File: src/rtl/textured_wall_column_shader_macros.svh
// assertion macros used by the shader top level
`ifndef TEXTURED_WALL_COLUMN_SHADER_MACROS_SVH
`define TEXTURED_WALL_COLUMN_SHADER_MACROS_SVH

`ifndef ASSERT_OFF

// same-cycle implication, checked on every rising edge out of reset
`define TWCS_ASSERT_SAME(label, clk, rst_n, ante, cons) \
    label: assert property (@(posedge clk) disable iff (!rst_n) (ante) |-> (cons)) \
        else $error("shader assertion failed");

// next-cycle implication, checked on every rising edge out of reset
`define TWCS_ASSERT_NEXT(label, clk, rst_n, ante, cons) \
    label: assert property (@(posedge clk) disable iff (!rst_n) (ante) |=> (cons)) \
        else $error("shader assertion failed");

`else

`define TWCS_ASSERT_SAME(label, clk, rst_n, ante, cons)
`define TWCS_ASSERT_NEXT(label, clk, rst_n, ante, cons)

`endif

`endif

File: src/rtl/twcs_pkg.sv
// shared constants and codes for the textured wall column shader
package twcs_pkg;

    // parameter defaults
    localparam int TEX_SIDE_MAX_DEF    = 64;
    localparam int SCREEN_ROWS_MAX_DEF = 2048;

    // beat field widths
    localparam int OPCODE_W = 1;
    localparam int HEIGHT_W = 12;
    localparam int SHADE_W  = 16;
    localparam int FACE_W   = 2;
    localparam int ROW_W    = 11;
    localparam int TIDX_W   = 12;
    localparam int RGB_W    = 24;
    localparam int ALPHA_W  = 8;
    localparam int RGBA_W   = RGB_W + ALPHA_W;

    // configuration register widths
    localparam int ROWS_W     = 12;
    localparam int TEX_SIZE_W = 7;
    localparam int CFG_IDX_W  = 3;
    localparam int CFG_DATA_W = 24;

    // signed width for the wall top arithmetic
    localparam int FAC_W = HEIGHT_W + 2;

    // opcodes
    localparam logic [OPCODE_W-1:0] OP_WRITE  = 1'b0;
    localparam logic [OPCODE_W-1:0] OP_RENDER = 1'b1;

    // register indexes
    localparam logic [CFG_IDX_W-1:0] REG_SCREEN_ROWS   = 3'd0;
    localparam logic [CFG_IDX_W-1:0] REG_FLOOR_COLOUR  = 3'd1;
    localparam logic [CFG_IDX_W-1:0] REG_CEIL_COLOUR   = 3'd2;
    localparam logic [CFG_IDX_W-1:0] REG_TEX_COLS      = 3'd3;
    localparam logic [CFG_IDX_W-1:0] REG_TEX_ROWS      = 3'd4;

    // register reset values
    localparam logic [ROWS_W-1:0]     SCREEN_ROWS_RST = 12'd480;
    localparam logic [RGB_W-1:0]      COLOUR_RST      = 24'h000000;
    localparam logic [TEX_SIZE_W-1:0] TEX_SIZE_RST    = 7'd64;

    // pixel alpha and the rounding threshold of the texel column
    localparam logic [ALPHA_W-1:0] ALPHA_OPAQUE = 8'hFF;
    localparam logic [SHADE_W-1:0] ROUND_HALF   = 16'h8000;

endpackage

File: src/rtl/twcs_div.sv
// pipelined restoring divider, one quotient bit per stage
module twcs_div #(
    parameter int NUM_W = 19,
    parameter int DEN_W = twcs_pkg::HEIGHT_W,
    parameter int QUO_W = 6
)
(
    input  logic             clk,
    input  logic             en,
    input  logic [NUM_W-1:0] num,
    input  logic [DEN_W-1:0] den,
    output logic [QUO_W-1:0] quo,
    output logic [NUM_W-1:0] rem,
    output logic [DEN_W-1:0] den_out
);

    // the numerator must stay below den * 2**QUO_W
    logic [NUM_W-1:0] rem_reg [QUO_W];
    logic [QUO_W-1:0] quo_reg [QUO_W];
    logic [DEN_W-1:0] den_reg [QUO_W];

    genvar k;
    generate
        for (k = 0; k < QUO_W; k++)
        begin : g_stage
            logic [NUM_W-1:0] rem_in;
            logic [QUO_W-1:0] quo_in;
            logic [DEN_W-1:0] den_in;
            logic [NUM_W:0]   trial;
            logic [NUM_W-1:0] rem_next;
            logic [QUO_W-1:0] quo_next;

            if (k == 0)
            begin : g_first
                assign rem_in = num;
                assign quo_in = '0;
                assign den_in = den;
            end
            else
            begin : g_rest
                assign rem_in = rem_reg[k-1];
                assign quo_in = quo_reg[k-1];
                assign den_in = den_reg[k-1];
            end

            // trial subtract of the shifted divisor for bit QUO_W-1-k
            always_comb
            begin
                trial = {1'b0, rem_in} - ((NUM_W+1)'(den_in) << (QUO_W - 1 - k));
                if (!trial[NUM_W])
                begin
                    rem_next = trial[NUM_W-1:0];
                    quo_next = quo_in | (QUO_W'(1) << (QUO_W - 1 - k));
                end
                else
                begin
                    rem_next = rem_in;
                    quo_next = quo_in;
                end
            end

            always_ff @(posedge clk)
            begin
                if (en)
                begin
                    rem_reg[k] <= rem_next;
                    quo_reg[k] <= quo_next;
                    den_reg[k] <= den_in;
                end
            end
        end
    endgenerate

    assign quo     = quo_reg[QUO_W-1];
    assign rem     = rem_reg[QUO_W-1];
    assign den_out = den_reg[QUO_W-1];

endmodule

File: config.mk
export PLATFORM = sky130hd
export DESIGN_NAME = twcs_div
export DESIGN_NICKNAME = d
export VERILOG_FILES = /design/src/rtl/textured_wall_column_shader_macros.svh /design/src/rtl/twcs_pkg.sv /design/src/rtl/twcs_div.sv
export SDC_FILE = /design/constraint.sdc
export NUM_CORES = 1
export LEC_CHECK = 0
export BUFFER_PORTS_ARGS = -buffer_cell sky130_fd_sc_hd__buf_4
export CORE_UTILIZATION = 50
export CTS_CLUSTER_SIZE = 10
export DETAILED_ROUTE_END_ITERATION = 6
export PLACE_DENSITY = 0.78
export SETUP_SLACK_MARGIN = 0.15
export SYNTH_ARGS = -nofsm -noshare
export SYNTH_HDL_FRONTEND = slang
export SYNTH_SLANG_ARGS = --single-unit
File: constraint.sdc
create_clock -name clk -period 3.8 [get_ports clk]
set_clock_uncertainty 0.2 [all_clocks]
set_input_delay 0.76 -clock clk [delete_from_list [all_inputs] [get_ports clk]]
set_output_delay 0.76 -clock clk [all_outputs]
set_load 0.03 [all_outputs]
==> metrics.md <==
| Metric | Value |
|---|---|
| Drt pass-1 iters | `4` |
| Synth top area cells | `edfxtp_1 (57%), ha_1 (8.2%), a21oi_1 (3.3%)` |
| Top-count cell post-synth | `edfxtp_1` |
| Final setup margin | `0.420 ns` |
| DR DRC count | `0` |
| Min cycle time layout | `3.38 ns` |
| Post-synthesis sequential area ratio | `56.7%` |
| Max transition margin | `42.9%` |
| Clock latency at the later pin of the worst-skew pair | `0.50 ns` |
| Hold Path Class | `reg2reg` |
| Ys Warns | `0` |
| Measured slew at the worst slew-check pin | `0.856 ns` |
| Initial antenna violation count | `0` |
| Gr usage total | `15.9%` |
| Final setup viols | `0` |
| Max-cap viol count | `0` |
| Via/cell ratio | `5.42` |
| Ports | `70` |
| Post-synth EDFFs | `207` |
| Die area | `22500 um^2` |
| Critical Path Start Type | `register` |
| #FFs+latches synth | `207` |
| CP Max Fanout | `3` |
| Critical Path End Type | `register` |
| NetSw | `2.48 mW` |
| Site Rows | `53` |
| Max Slew Vio Count | `0` |
| Layout fillers | `1682` |
| CTS Hold Bufs | `0` |
| Max FFs per register | `114` |
| Top cell types by occurrence after synthesis | `edfxtp_1 (207), inv_1 (90), a21oi_1 (73)` |
| PostCTS Resize Cnt | `0` |
| FF-to-FF setup slack | `0.42 ns` |
| Pleak | `4.99 nW` |
| Share of cells above drive strength 1 | `13.3%` |
| First-pass GRT wire length | `29.3 mm` |
| H-Tree Depth | `1` |
| Achievable frequency | `296 MHz` |
| Average wire per standard cell | `13.2 um` |
| Run status | `finished, final reports clean` |
| Half-perimeter wire length after placement | `12.6 mm` |
| Vias in the first global route | `6845` |
| Largest net degree at the start of global routing | `113` |
| Yosys cell types | `64` |
| Syn Inst Count | `925` |
| Unrepaired setup endpoints after global routing | `no` |
| Layout Nets | `1129` |
| Worst Path Class, Setup | `reg2reg` |
| Post-CTS setup buffers | `0` |
| Most used DFF post-synth | `edfxtp_1` |
| Worst EP required | `3.85 ns` |
| Clk pin slew, worst setup/hold paths | `0.05 ns` |
| Gate power share | `33.5%` |
| Floorplan core area | `21300 um^2` |
| 1st-iter DRT viols | `283` |
| Flop pwr share | `42.5%` |
| Tcrit/Tclk final | `89.0%` |
| GRT overflow | `0` |
| Syn nets | `1036` |
| Area share of the leading cell type in the synthesized netlist | `56.7%` |
| Crit path DAT | `3.43 ns` |
| Switch share | `31.1%` |
| PortBufs | `69` |
| P_int | `5.50 mW` |
| Diodes inserted | `0` |
| Final WL | `17.1 mm` |
| GPL Wtd Cong | `0.918` |
| Longest Clk Path Bufs | `3` |
| Synthesized cell area | `11000 um^2` |
| Avg Cell Area, Syn | `11.9 um^2` |
| Pwr/cell area | `637 nW/um^2` |
| Total CTS buffers | `24` |
| Yosys top cell by area | `edfxtp_1` |
| Max VDD drop | `0.000315 V` |
| Initial Util | `51.5%` |
| Clk pwr share | `24.0%` |
| Antenna viol nets, final | `0` |
| Setup TNS | `0 ns` |
| CTS Root Buffer Type | `clkbuf_16` |
| CTS sink count | `207` |
| Via Count | `7010` |
| Area grow syn2layout | `14.2%` |
| Die Span Y | `150 um` |
| Die Wd | `150 um` |
| Place WS | `0.457 ns` |
| TritonCTS clock tree | `yes` |
| Final Hold Viols | `0` |
| Asr flop ratio synth | `0%` |
power by group through the flow:
stage	combinational, mW	clock (mW)	sequential, mW
floorplan	1.90	0	3.54
global placement	2.56	0	3.41
detailed placement	2.64	0	3.43
CTS	2.67	1.96	3.39
global route	2.98	2.05	3.44
finish	2.68	1.91	3.39
cells in the final DEF, fill, tap and decap left out, types with 18 or more instances in the layout:
cell / count
buf_4: 76
xor2_1: 28
edfxtp_1: 207
nand2_1: 61
clkbuf_16: 25
a21oi_1: 73
xnor2_1: 36
nand3_1: 18
o21a_1: 18
nor2_1: 71
o21ai_0: 50
ha_1: 72
inv_1: 90
critical path, cell delays in order, from the launching register on:
cell and delay, ns:
edfxtp_1 0.38, inv_1 0.07, ha_1 0.16, inv_1 0.05, fa_1 0.40, a21oi_1 0.21
o21ai_0 0.17, a2111oi_2 0.62, nor4_1 0.16, o31ai_1 0.42, nand3_1 0.16, xnor2_1 0.15
metal layers:
| layer | track usage (%) | share of wire (%) | vias to the layer above |
|---|---|---|---|
| met4 | 4.70 | 2.4 | 0 |
| met3 | 2.94 | 4.4 | 36 |
| met2 | 30.2 | 51 | 168 |
| li1 | - | - | 3571 |
| met1 | 17.9 | 42 | 3235 |
| met5 | 0 | 0 | - |
kinds of logic after synthesis:
logic type | count (synthesis) | share of synthesized area, %
DFF | 207 | 56.7
buffers and inverters | 103 | 3.62
and+or+nand+nor | 233 | 10.5
adders and majority gates | 78 | 9.31
muxes | 20 | 2.04
xor gates and xnor gates | 64 | 5.11
AOI/OAI and AO/OA | 220 | 12.8
worst paths after layout:
path / startpoint / end / depth (start not counted)
setup reg to reg: rem_reg[4][0]$_DFFE_PP_ / rem_reg[5][16]$_DFFE_PP_ / 11
setup / recovery: rem_reg[4][0]$_DFFE_PP_ / rem_reg[5][16]$_DFFE_PP_ / 11
hold / removal: rem_reg[0][1]$_DFFE_PP_ / rem_reg[1][1]$_DFFE_PP_ / 0
hold reg to reg: rem_reg[0][1]$_DFFE_PP_ / rem_reg[1][1]$_DFFE_PP_ / 0
cell type report:
cell class / count / area, um^2 / share of cell area (%)
Timing Repair Buffer: 80 / 644 / 5.14
Clock buffer: 26 / 629 / 5.02
Inverter: 90 / 338 / 2.70
Clock inverter: 1 / 3.75 / 0.0300
Multi-Input combinational cell: 615 / 4360 / 34.8
Sequential cell: 207 / 6220 / 49.6
Tap cell: 275 / 344 / 2.75
metrics by stage:
stage                     util [%]  cells  instance area, um^2  total power [mW]  hold slack (ns)
final                         58.9   1294                12500              7.98            0.216
after CTS                     58.9   1294                12500              8.02            0.214
after floorplan                  -    925                11000              5.44            0.200
after global routing          58.9   1294                12500              8.47            0.219
after global placement        55.9   1267                11900              5.97            0.203
after detailed placement      55.9   1267                11900              6.07            0.205
No activity file was read; power rests on OpenSTA's default activity.
